**src/hdl/cda_pkg.sv**
```systemverilog
`timescale 1ns / 1ps
// ----------------------------------------------------------------------------
// cda_pkg: shared types, constants and calendar helpers
// Item and queue entry types, sequencer states, field limits and the
// month length and date check functions used by the front and back parts.
// ----------------------------------------------------------------------------
package cda_pkg;

	// field limits
	localparam int SEC_MAX   = 59;
	localparam int SEC_WRAP  = 60;
	localparam int MIN_MAX   = 59;
	localparam int MIN_WRAP  = 60;
	localparam int HOUR_MAX  = 23;
	localparam int HOUR_WRAP = 24;
	localparam int MON_MAX   = 12;
	localparam int MON_WRAP  = 12;

	// calendar after reset: year 10, january 1, midnight
	localparam logic [7:0] RST_SEC  = 8'd0;
	localparam logic [7:0] RST_MIN  = 8'd0;
	localparam logic [7:0] RST_HOUR = 8'd0;
	localparam logic [7:0] RST_DAY  = 8'd1;
	localparam logic [7:0] RST_MON  = 8'd1;
	localparam logic [7:0] RST_YEAR = 8'd10;

	// stream widths
	localparam int S_DATA_W = 48;
	localparam int M_DATA_W = 40;
	localparam int M_USER_W = 2;

	// queue between front and back
	localparam int QUEUE_DEPTH = 2;

	// what the back part does with a queued word
	typedef enum logic [1:0] {
		KIND_ADD    = 2'd0,
		KIND_LOAD   = 2'd1,
		KIND_REJECT = 2'd2
	} kind_t;

	// classified word passed from front to back
	typedef struct packed {
		kind_t      kind;
		logic [6:0] sec;
		logic [6:0] min;
		logic [6:0] hour;
		logic [6:0] day;
		logic [6:0] mon;
		logic [7:0] year;
	} item_t;

	// back sequencer states
	typedef enum logic [2:0] {
		ST_IDLE = 3'd0,
		ST_SEC  = 3'd1,
		ST_MIN  = 3'd2,
		ST_HOUR = 3'd3,
		ST_DAY  = 3'd4,
		ST_MON  = 3'd5,
		ST_DONE = 3'd6
	} seq_state_t;

	// days in a month, zero for a month code outside january..december
	function automatic logic [4:0] month_len(input logic [7:0] month, input logic leap);
		logic [4:0] len;
		len = 5'd0;
		unique case (month) inside
			8'd1, 8'd3, 8'd5, 8'd7, 8'd8, 8'd10, 8'd12: len = 5'd31;
			8'd4, 8'd6, 8'd9, 8'd11:                    len = 5'd30;
			8'd2:                                        len = leap ? 5'd29 : 5'd28;
			default:                                     len = 5'd0;
		endcase
		return len;
	endfunction

	// range and month length check of a full date-time
	function automatic logic date_ok(
		input logic [7:0] s,
		input logic [7:0] mi,
		input logic [7:0] h,
		input logic [7:0] d,
		input logic [7:0] mo,
		input logic       leap
	);
		logic ok;
		ok = (s <= 8'(SEC_MAX)) && (mi <= 8'(MIN_MAX)) && (h <= 8'(HOUR_MAX)) &&
		     (d != 8'd0) && (mo != 8'd0) && (mo <= 8'(MON_MAX)) &&
		     (d <= {3'b000, month_len(mo, leap)});
		return ok;
	endfunction

endpackage

```
**src/hdl/cda_leap.sv**
```systemverilog
`timescale 1ns / 1ps
// ----------------------------------------------------------------------------
// cda_leap: gregorian leap year test on a year offset
// The base year is fixed at elaboration, so the century years that fall in
// the 256 year window are found up front and only small compares remain.
// ----------------------------------------------------------------------------
module cda_leap #(
	parameter int BASE_YEAR = 2000
) (
	input  logic [7:0] year,
	output logic       leap
);

	// base year split into what the leap rule needs
	localparam int BASE_MOD4 = BASE_YEAR % 4;
	localparam int CEN_OFF0  = (100 - (BASE_YEAR % 100)) % 100;
	localparam int CEN_OFF1  = CEN_OFF0 + 100;
	localparam int CEN_OFF2  = CEN_OFF0 + 200;
	localparam bit CEN_LEAP0 = ((BASE_YEAR + CEN_OFF0) % 400) == 0;
	localparam bit CEN_LEAP1 = ((BASE_YEAR + CEN_OFF1) % 400) == 0;
	localparam bit CEN_LEAP2 = ((BASE_YEAR + CEN_OFF2) % 400) == 0;

	logic [1:0] mod4;
	logic       skip_cen;

	// divisible by four
	assign mod4 = year[1:0] + 2'(BASE_MOD4);

	// century years that are not divisible by four hundred
	assign skip_cen = ((32'(year) == CEN_OFF0) && !CEN_LEAP0) ||
	                  ((32'(year) == CEN_OFF1) && !CEN_LEAP1) ||
	                  ((32'(year) == CEN_OFF2) && !CEN_LEAP2);

	assign leap = (mod4 == 2'd0) && !skip_cen;

endmodule

```
**src/hdl/cda_fifo.sv**
```systemverilog
`timescale 1ns / 1ps
// ----------------------------------------------------------------------------
// cda_fifo: short word queue between front and back
// Flop based first-in first-out queue of classified words, read from the head.
// ----------------------------------------------------------------------------
module cda_fifo (
	input  logic           clk,
	input  logic           arst_n,
	input  logic           push,
	input  cda_pkg::item_t push_item,
	output logic           full,
	input  logic           pop,
	output logic           head_valid,
	output cda_pkg::item_t head_item
);

	localparam int PTR_W = $clog2(cda_pkg::QUEUE_DEPTH);
	localparam int CNT_W = $clog2(cda_pkg::QUEUE_DEPTH + 1);

	cda_pkg::item_t   entry_q [cda_pkg::QUEUE_DEPTH];
	logic [PTR_W-1:0] wr_ptr_q;
	logic [PTR_W-1:0] rd_ptr_q;
	logic [CNT_W-1:0] count_q;

	assign full       = (count_q == CNT_W'(cda_pkg::QUEUE_DEPTH));
	assign head_valid = (count_q != '0);
	assign head_item  = entry_q[rd_ptr_q];

	// pointers and fill count
	always_ff @(posedge clk or negedge arst_n) begin
		if (!arst_n) begin
			wr_ptr_q <= '0;
			rd_ptr_q <= '0;
			count_q  <= '0;
		end else begin
			if (push) begin
				wr_ptr_q <= (wr_ptr_q == PTR_W'(cda_pkg::QUEUE_DEPTH - 1)) ? '0 : wr_ptr_q + 1'b1;
			end
			if (pop) begin
				rd_ptr_q <= (rd_ptr_q == PTR_W'(cda_pkg::QUEUE_DEPTH - 1)) ? '0 : rd_ptr_q + 1'b1;
			end
			if (push && !pop) begin
				count_q <= count_q + 1'b1;
			end else if (pop && !push) begin
				count_q <= count_q - 1'b1;
			end
		end
	end

	// entry storage
	always_ff @(posedge clk) begin
		if (push) begin
			entry_q[wr_ptr_q] <= push_item;
		end
	end

endmodule

```
**src/hdl/cda_front.sv**
```systemverilog
`timescale 1ns / 1ps
// ----------------------------------------------------------------------------
// cda_front: input side, takes words and classifies them
// Unpacks the input word, checks a load against the calendar rules and
// marks it as add, load or rejected load before it enters the queue.
// ----------------------------------------------------------------------------
module cda_front #(
	parameter int BASE_YEAR = 2000
) (
	input  logic                          s_tvalid,
	output logic                          s_tready,
	input  logic [cda_pkg::S_DATA_W-1:0]  s_tdata,
	input  logic                          s_tuser,
	input  logic                          queue_full,
	output logic                          push,
	output cda_pkg::item_t                push_item
);

	logic in_leap;
	logic load_ok;

	cda_leap #(
		.BASE_YEAR (BASE_YEAR)
	) u_leap (
		.year (s_tdata[42:35]),
		.leap (in_leap)
	);

	// take a word whenever the queue has room
	assign s_tready = !queue_full;
	assign push     = s_tvalid && !queue_full;

	// validity of a load
	assign load_ok = cda_pkg::date_ok(8'(s_tdata[6:0]), 8'(s_tdata[13:7]), 8'(s_tdata[20:14]),
	                                  8'(s_tdata[27:21]), 8'(s_tdata[34:28]), in_leap);

	// classify and unpack
	always_comb begin
		push_item.sec  = s_tdata[6:0];
		push_item.min  = s_tdata[13:7];
		push_item.hour = s_tdata[20:14];
		push_item.day  = s_tdata[27:21];
		push_item.mon  = s_tdata[34:28];
		push_item.year = s_tdata[42:35];
		if (!s_tuser) begin
			push_item.kind = cda_pkg::KIND_ADD;
		end else if (load_ok) begin
			push_item.kind = cda_pkg::KIND_LOAD;
		end else begin
			push_item.kind = cda_pkg::KIND_REJECT;
		end
	end

endmodule

```
**src/hdl/cda_back.sv**
```systemverilog
`timescale 1ns / 1ps
// ----------------------------------------------------------------------------
// cda_back: calendar register and carry sequencer
// Holds the date-time, ripples carries one step a cycle from seconds up to
// months, and presents each result in an output register.
// ----------------------------------------------------------------------------
module cda_back #(
	parameter int BASE_YEAR = 2000
) (
	input  logic                          clk,
	input  logic                          arst_n,
	input  logic                          head_valid,
	input  cda_pkg::item_t                head_item,
	output logic                          pop,
	output logic                          m_tvalid,
	input  logic                          m_tready,
	output logic [cda_pkg::M_DATA_W-1:0]  m_tdata,
	output logic [cda_pkg::M_USER_W-1:0]  m_tuser
);

	cda_pkg::seq_state_t state_q;
	cda_pkg::seq_state_t state_nxt;

	// calendar, wide enough to hold a sum before its carries are taken out
	logic [7:0] sec_q;
	logic [7:0] min_q;
	logic [7:0] hour_q;
	logic [7:0] day_q;
	logic [7:0] mon_q;
	logic [7:0] year_q;

	// addends applied after the day carry
	logic [6:0] mon_add_q;
	logic [7:0] year_add_q;
	logic       rejected_q;

	logic                         m_tvalid_q;
	logic [cda_pkg::M_DATA_W-1:0] m_tdata_q;
	logic [cda_pkg::M_USER_W-1:0] m_tuser_q;

	logic       leap;
	logic [4:0] cur_len;
	logic       out_free;
	logic       out_load;

	cda_leap #(
		.BASE_YEAR (BASE_YEAR)
	) u_leap (
		.year (year_q),
		.leap (leap)
	);

	assign cur_len  = cda_pkg::month_len(mon_q, leap);
	assign out_free = !m_tvalid_q || m_tready;

	// next state
	always_comb begin
		state_nxt = state_q;
		unique case (state_q)
			cda_pkg::ST_IDLE: begin
				if (head_valid) begin
					state_nxt = (head_item.kind == cda_pkg::KIND_ADD) ?
					            cda_pkg::ST_SEC : cda_pkg::ST_DONE;
				end
			end
			cda_pkg::ST_SEC: begin
				if (sec_q <= 8'(cda_pkg::SEC_MAX)) begin
					state_nxt = cda_pkg::ST_MIN;
				end
			end
			cda_pkg::ST_MIN: begin
				if (min_q <= 8'(cda_pkg::MIN_MAX)) begin
					state_nxt = cda_pkg::ST_HOUR;
				end
			end
			cda_pkg::ST_HOUR: begin
				if (hour_q <= 8'(cda_pkg::HOUR_MAX)) begin
					state_nxt = cda_pkg::ST_DAY;
				end
			end
			cda_pkg::ST_DAY: begin
				if (cur_len == 5'd0 || day_q <= {3'b000, cur_len}) begin
					state_nxt = cda_pkg::ST_MON;
				end
			end
			cda_pkg::ST_MON: begin
				if (mon_q <= 8'(cda_pkg::MON_MAX)) begin
					state_nxt = cda_pkg::ST_DONE;
				end
			end
			cda_pkg::ST_DONE: begin
				if (out_free) begin
					state_nxt = cda_pkg::ST_IDLE;
				end
			end
			default: state_nxt = cda_pkg::ST_IDLE;
		endcase
	end

	// sequencer outputs
	always_comb begin
		pop      = 1'b0;
		out_load = 1'b0;
		unique case (state_q)
			cda_pkg::ST_IDLE: pop      = head_valid;
			cda_pkg::ST_DONE: out_load = out_free;
			default: begin
				pop      = 1'b0;
				out_load = 1'b0;
			end
		endcase
	end

	// state register
	always_ff @(posedge clk or negedge arst_n) begin
		if (!arst_n) begin
			state_q <= cda_pkg::ST_IDLE;
		end else begin
			state_q <= state_nxt;
		end
	end

	// calendar update, one carry step a cycle
	always_ff @(posedge clk or negedge arst_n) begin
		if (!arst_n) begin
			sec_q      <= cda_pkg::RST_SEC;
			min_q      <= cda_pkg::RST_MIN;
			hour_q     <= cda_pkg::RST_HOUR;
			day_q      <= cda_pkg::RST_DAY;
			mon_q      <= cda_pkg::RST_MON;
			year_q     <= cda_pkg::RST_YEAR;
			rejected_q <= 1'b0;
		end else begin
			unique case (state_q)
				cda_pkg::ST_IDLE: begin
					if (head_valid) begin
						rejected_q <= (head_item.kind == cda_pkg::KIND_REJECT);
						if (head_item.kind == cda_pkg::KIND_ADD) begin
							sec_q  <= sec_q + 8'(head_item.sec);
							min_q  <= min_q + 8'(head_item.min);
							hour_q <= hour_q + 8'(head_item.hour);
							day_q  <= day_q + 8'(head_item.day);
						end else if (head_item.kind == cda_pkg::KIND_LOAD) begin
							sec_q  <= 8'(head_item.sec);
							min_q  <= 8'(head_item.min);
							hour_q <= 8'(head_item.hour);
							day_q  <= 8'(head_item.day);
							mon_q  <= 8'(head_item.mon);
							year_q <= head_item.year;
						end
					end
				end
				cda_pkg::ST_SEC: begin
					if (sec_q > 8'(cda_pkg::SEC_MAX)) begin
						sec_q <= sec_q - 8'(cda_pkg::SEC_WRAP);
						min_q <= min_q + 8'd1;
					end
				end
				cda_pkg::ST_MIN: begin
					if (min_q > 8'(cda_pkg::MIN_MAX)) begin
						min_q  <= min_q - 8'(cda_pkg::MIN_WRAP);
						hour_q <= hour_q + 8'd1;
					end
				end
				cda_pkg::ST_HOUR: begin
					if (hour_q > 8'(cda_pkg::HOUR_MAX)) begin
						hour_q <= hour_q - 8'(cda_pkg::HOUR_WRAP);
						day_q  <= day_q + 8'd1;
					end
				end
				cda_pkg::ST_DAY: begin
					if (cur_len != 5'd0 && day_q > {3'b000, cur_len}) begin
						day_q <= day_q - {3'b000, cur_len};
						if (mon_q >= 8'(cda_pkg::MON_MAX)) begin
							mon_q  <= 8'd1;
							year_q <= year_q + 8'd1;
						end else begin
							mon_q <= mon_q + 8'd1;
						end
					end else begin
						// day settled, bring in the month addend
						mon_q <= mon_q + 8'(mon_add_q);
					end
				end
				cda_pkg::ST_MON: begin
					if (mon_q > 8'(cda_pkg::MON_MAX)) begin
						mon_q  <= mon_q - 8'(cda_pkg::MON_WRAP);
						year_q <= year_q + 8'd1;
					end else begin
						year_q <= year_q + year_add_q;
					end
				end
				cda_pkg::ST_DONE: begin
					rejected_q <= rejected_q;
				end
				default: begin
					rejected_q <= rejected_q;
				end
			endcase
		end
	end

	// month and year addends held through the carry steps
	always_ff @(posedge clk) begin
		if (pop) begin
			mon_add_q  <= head_item.mon;
			year_add_q <= head_item.year;
		end
	end

	// output word valid
	always_ff @(posedge clk or negedge arst_n) begin
		if (!arst_n) begin
			m_tvalid_q <= 1'b0;
		end else if (out_load) begin
			m_tvalid_q <= 1'b1;
		end else if (m_tready) begin
			m_tvalid_q <= 1'b0;
		end
	end

	// output word payload
	always_ff @(posedge clk) begin
		if (out_load) begin
			m_tdata_q <= {6'd0, year_q, mon_q[3:0], day_q[4:0], hour_q[4:0],
			              min_q[5:0], sec_q[5:0]};
			m_tuser_q <= {rejected_q,
			              cda_pkg::date_ok(sec_q, min_q, hour_q, day_q, mon_q, leap)};
		end
	end

	assign m_tvalid = m_tvalid_q;
	assign m_tdata  = m_tdata_q;
	assign m_tuser  = m_tuser_q;

endmodule

```
**src/hdl/calendar_duration_adder.sv**
```systemverilog
`timescale 1ns / 1ps
// ----------------------------------------------------------------------------
// calendar_duration_adder: calendar date-time with duration add and load
// Keeps year, month, day, hour, minute and second; adds durations with
// rippled carries and gregorian month lengths, or loads a checked date-time.
// ----------------------------------------------------------------------------
//
//  channel | dir | handshake          | word
//  --------+-----+--------------------+-----------------------------------------
//  s_      | in  | s_tvalid/s_tready  | tuser op, tdata duration or date-time
//  m_      | out | m_tvalid/m_tready  | tuser flags, tdata current date-time
//
//  one result word for each input word, in order
//  an add steps through idle, seconds, minutes, hours, day, month and done:
//  each of seconds, minutes, hours, day and month carries loops on its own
//  field one subtract a cycle; a load or rejected load goes from idle to done
//  a two word queue lets the input keep taking words while a sum is carried,
//  and the output register holds a stalled result while the next one runs
//  reset gives year 10, january 1, 00:00:00 and empties queue and output
//
module calendar_duration_adder #(
	parameter int BASE_YEAR = 2000
) (
	input  logic                          clk,
	input  logic                          arst_n,
	input  logic                          s_tvalid,
	output logic                          s_tready,
	// sec[6:0] min[13:7] hour[20:14] day[27:21] month[34:28] year[42:35] zero[47:43]
	input  logic [cda_pkg::S_DATA_W-1:0]  s_tdata,
	// op: 0 add, 1 load
	input  logic                          s_tuser,
	output logic                          m_tvalid,
	input  logic                          m_tready,
	// second[5:0] minute[11:6] hour[16:12] day[21:17] month[25:22] year[33:26] zero[39:34]
	output logic [cda_pkg::M_DATA_W-1:0]  m_tdata,
	// time_valid[0] load_rejected[1]
	output logic [cda_pkg::M_USER_W-1:0]  m_tuser
);

	logic           queue_full;
	logic           push;
	cda_pkg::item_t push_item;
	logic           pop;
	logic           head_valid;
	cda_pkg::item_t head_item;

	// accept and classify
	cda_front #(
		.BASE_YEAR (BASE_YEAR)
	) u_front (
		.s_tvalid   (s_tvalid),
		.s_tready   (s_tready),
		.s_tdata    (s_tdata),
		.s_tuser    (s_tuser),
		.queue_full (queue_full),
		.push       (push),
		.push_item  (push_item)
	);

	// queue between the two sides
	cda_fifo u_fifo (
		.clk        (clk),
		.arst_n     (arst_n),
		.push       (push),
		.push_item  (push_item),
		.full       (queue_full),
		.pop        (pop),
		.head_valid (head_valid),
		.head_item  (head_item)
	);

	// calendar and carries
	cda_back #(
		.BASE_YEAR (BASE_YEAR)
	) u_back (
		.clk        (clk),
		.arst_n     (arst_n),
		.head_valid (head_valid),
		.head_item  (head_item),
		.pop        (pop),
		.m_tvalid   (m_tvalid),
		.m_tready   (m_tready),
		.m_tdata    (m_tdata),
		.m_tuser    (m_tuser)
	);

endmodule

```
**config.mk**
```make
export PLATFORM = sky130hd
export DESIGN_NAME = calendar_duration_adder
export DESIGN_NICKNAME = d
export VERILOG_FILES = /design/src/hdl/cda_pkg.sv /design/src/hdl/cda_leap.sv /design/src/hdl/cda_fifo.sv /design/src/hdl/cda_front.sv /design/src/hdl/cda_back.sv /design/src/hdl/calendar_duration_adder.sv
export SDC_FILE = /design/constraint.sdc
export NUM_CORES = 1
export LEC_CHECK = 0
export BUFFER_PORTS_ARGS = -buffer_cell sky130_fd_sc_hd__buf_2
export CAP_MARGIN = 20
export CORE_MARGIN = 2
export CORE_UTILIZATION = 48
export CTS_BUF_LIST = sky130_fd_sc_hd__clkbuf_4
export DETAILED_ROUTE_END_ITERATION = 8
export PLACE_DENSITY = 0.75
export SLEW_MARGIN = 20
export SYNTH_ARGS = -nofsm -noshare
export SYNTH_HDL_FRONTEND = slang
export SYNTH_SLANG_ARGS = --single-unit
```
**constraint.sdc**
```tcl
create_clock -name clk -period 5.12 [get_ports clk]
set_clock_uncertainty 0.15 [all_clocks]
set_input_delay 1.024 -clock clk [delete_from_list [all_inputs] [get_ports clk]]
set_output_delay 1.024 -clock clk [all_outputs]
set_load 0.005 [all_outputs]
```
==> results.ini <==
[drt]
ant_nets = 0
vias = 8782
drc = 0
routed_wl_mm = 27.3
drtPass1Iterations = 6
routed_via_density = 5.95
routedWlPerCell_um = 18.5
drtIter0Drc = 756

[critical_path]
critPathLaunch = u_back.mon_q[2]
path_max_fanout = 13
startpoint_type = register
cpPeakStageDelay_ns = 0.59
endpoint_kind = register
ff2ff_path_depth = 15
crit_required_ns = 5.47
r2r-start = u_back.mon_q[2]
critical_path.cell_chain = inv_1 > ha_1 > o22ai_1 > o21ai_0 > a31oi_1 > nor2_1 > ha_1 > fa_1 > a21oi_1 > a21oi_1 > a211oi_2 > o221ai_1 > clkbuf_4 > o22ai_1 > o21ba_2
path_class = reg2reg
arrival_ns = 4.69
cpMaxStageDelayCell = dfrtp_1

[sta]
timing.fmax_mhz = 230
tightest_slew_ns = 1.05
period_share_pct = 84.8
worst_slack_ns = 0.776
layout_min_cycle_time_ns = 4.34
rsz0062_at_grt = no
hold_viol = 0
fin_tns_setup_ns = 0
slew_viol_final = 0
setup_viol = 0
relSlewSlack_pct = 29.4

[clock_tree]
tritoncts = built
insertion_delay_ns = 0.64
htreeDepth = 4
cts-root-buf = clkbuf_4
hold_buffers = 0
cts_buffer_depth = 2
cts.clk_slew.worst_paths_ns = 0.21
post_cts_buffers = 0
cts_resized = 0
cts_sinks = 198
numCtsBuffers = 17

[power]
power_leakage_nw = 4.89
peakVddDrop_mv = 0.259
power.density_nw_per_um2 = 636

[placed_design]
numPortBuffers = 85
pre_cts_slack_ns = 0.730
gp_congestion = 0.897
post-dp-hpwl_mm = 19.5
place_inst = 1442

[logic_synthesis]
syn_inst = 1068
avgSynthCellArea_sq_um = 10.9
yosysSeqAreaShare_pct = 48.9
ys_ff_latch = 198
synth_largest_area_cell = edfxtp_1
yosysMostFrequentCell = edfxtp_1
synth_ff_type = edfxtp_1
yosys-top-cells-count = 141 x edfxtp_1, 80 x nor2_1, 74 x nand2_1, 69 x ha_1, 68 x o21ai_0
yosysUniqueCellTypes = 79
synth_area_sq_um = 11600
async_flop_share_pct = 28.8
synth_edf_count = 141
yosys_warnings = 0
synth_top_area_share_pct = 36.5
netlist_top_cells_area = edfxtp_1 37%, dfrtp_1 11%, ha_1 7.4%, mux2_2 4.6%, o21ai_0 2.9%

[die]
io_pins = 97
die_h_um = 159
fp.coreArea_sq_um = 23600
floorplan.initialDensity_pct = 49.1
rows = 56
dieArea_sq_um = 25400
die_w_um = 159

[worst_hold_path]
hp-class = in2async

[global_routing]
grt_pass1_vias = 7979
grt_pass1_wl_mm = 43.7
grt_use_total_pct = 21.5
grt_max_degree = 46
grt_antenna_before_repair = 1
grt-ovfl-total = 0

[run_status]
status = finished clean

[finish]
final_nets = 1272
nFillCells = 2080
finalNonFillerCells = 1476
drive_gt1_share_pct = 17.0
area_delta_synth_final_pct = 8.89

[job]
max-cap-violations = 0

path summary, 6_finish.rpt:
check	slack (ns)	end
setup / recovery	0.78	u_back.year_q[7]
hold / removal	0.25	u_back.sec_q[5]
setup reg to reg	0.78	u_back.year_q[7]
hold reg to reg	0.30	u_back.m_tuser[1]
max in group asynchronous	3.59	u_back.year_q[1]
min in group clk	0.30	u_back.m_tuser[1]
logic make-up after synthesis:
| kind of cell | after synthesis | share of synthesized area (%) |
|---|---|---|
| AO/OA/AOI/OAI | 307 | 17.6 |
| XOR/XNOR | 42 | 3.17 |
| adder cells (fa/ha/maj) | 76 | 8.65 |
| buffers and inverters | 82 | 2.97 |
| flip-flops | 198 | 48.9 |
| multiplexers | 65 | 6.12 |
| other | 1 | 0.0323 |
| AND/OR/NAND/NOR | 297 | 12.6 |
registers in the layout (all words and copies together) (netlist names):
signal	cells
u_back.day_q	8
u_back.sec_q	8
u_back.state_q	3
u_back.m_tvalid	1
u_fifo.count_q	2
u_back.min_q	8
u_back.mon_q	8
u_back.m_tuser	2
u_fifo.entry_q	90
u_back.year_add_q	8
u_fifo.wr_ptr_q	1
u_back.mon_add_q	7
u_back.year_q	8
u_fifo.rd_ptr_q	1
u_back.m_tdata	34
u_back.hour_q	8
u_back.rejected_q	1
per-stage QoR:
stage | utilization [%] | hold slack, ns | power (mW) | instance area (sq um)
6_report | 53.5 | 0.245 | 8.04 | 12600
5_1_grt | 53.5 | 0.245 | 8.67 | 12600
4_1_cts | 53.4 | 0.263 | 7.97 | 12600
3_5_place_dp | 52.2 | 0.298 | 7.13 | 12300
3_3_place_gp | 52.2 | 0.280 | 6.99 | 12300
2_1_floorplan | - | 0.275 | 6.00 | 11600
cell type report:
type,count,area [sq um],area share (%)
timing repair buffer,94,493,3.90
tap,319,399,3.16
clock inverter,14,156,1.24
sequential,198,5670,44.9
antenna,1,2.50,0.0198
multi-input combinational,793,5630,44.6
inverter,39,146,1.16
clock buffer,18,135,1.07
critical path: cells and delay by family, from the launching register on:
| family | cells | cell delay (ns) |
|---|---|---|
| buffers and inverters | 2 | 0.43 |
| AO/OA/AOI/OAI | 9 | 2.00 |
| AND/OR/NAND/NOR | 1 | 0.07 |
| adder cells (fa/ha/maj) | 3 | 0.99 |
| flip-flops | 1 | 0.59 |
report_power, final:
part | total (mW) | internal [mW] | leakage (nW) | switching [mW]
logic | 4.29 | 1.79 | 2.75 | 2.50
clock network | 0.842 | 0.229 | 0.147 | 0.613
registers | 2.91 | 2.31 | 1.99 | 0.597
total | 8.04 | 4.32 | 4.89 | 3.71
cell usage in the layout (no fill, tap or decap), drive strengths merged, types with 8 or more instances in the layout:
cell	netlist	layout
and2	9	9
nor2	80	80
a211oi	25	25
nand2	74	74
o31ai	8	8
a21o	14	14
a31oi	13	13
nor3	23	23
nand4	8	8
edfxtp	141	141
a21oi	67	67
buf	16	93
mux2	47	47
o21a	12	12
nand3	25	25
inv	38	44
nand2b	13	13
dfrtp	53	53
a221oi	8	8
nor2b	14	14
o211ai	9	9
o21ai	69	69
clkbuf	27	19
mux2i	18	18
xnor2	21	21
ha	69	69
xor2	21	21
o22ai	15	15
nor3b	8	8
and3	10	10
per-layer routing:
| metal | GRT usage (%) | wire length, um |
|---|---|---|
| met4 | 6.03 | 484 |
| met1 | 31.8 | 12800 |
| met3 | 4.14 | 1770 |
| met5 | 0 | 0 |
| met2 | 32.2 | 12200 |
(Power assumes the default switching activity.)
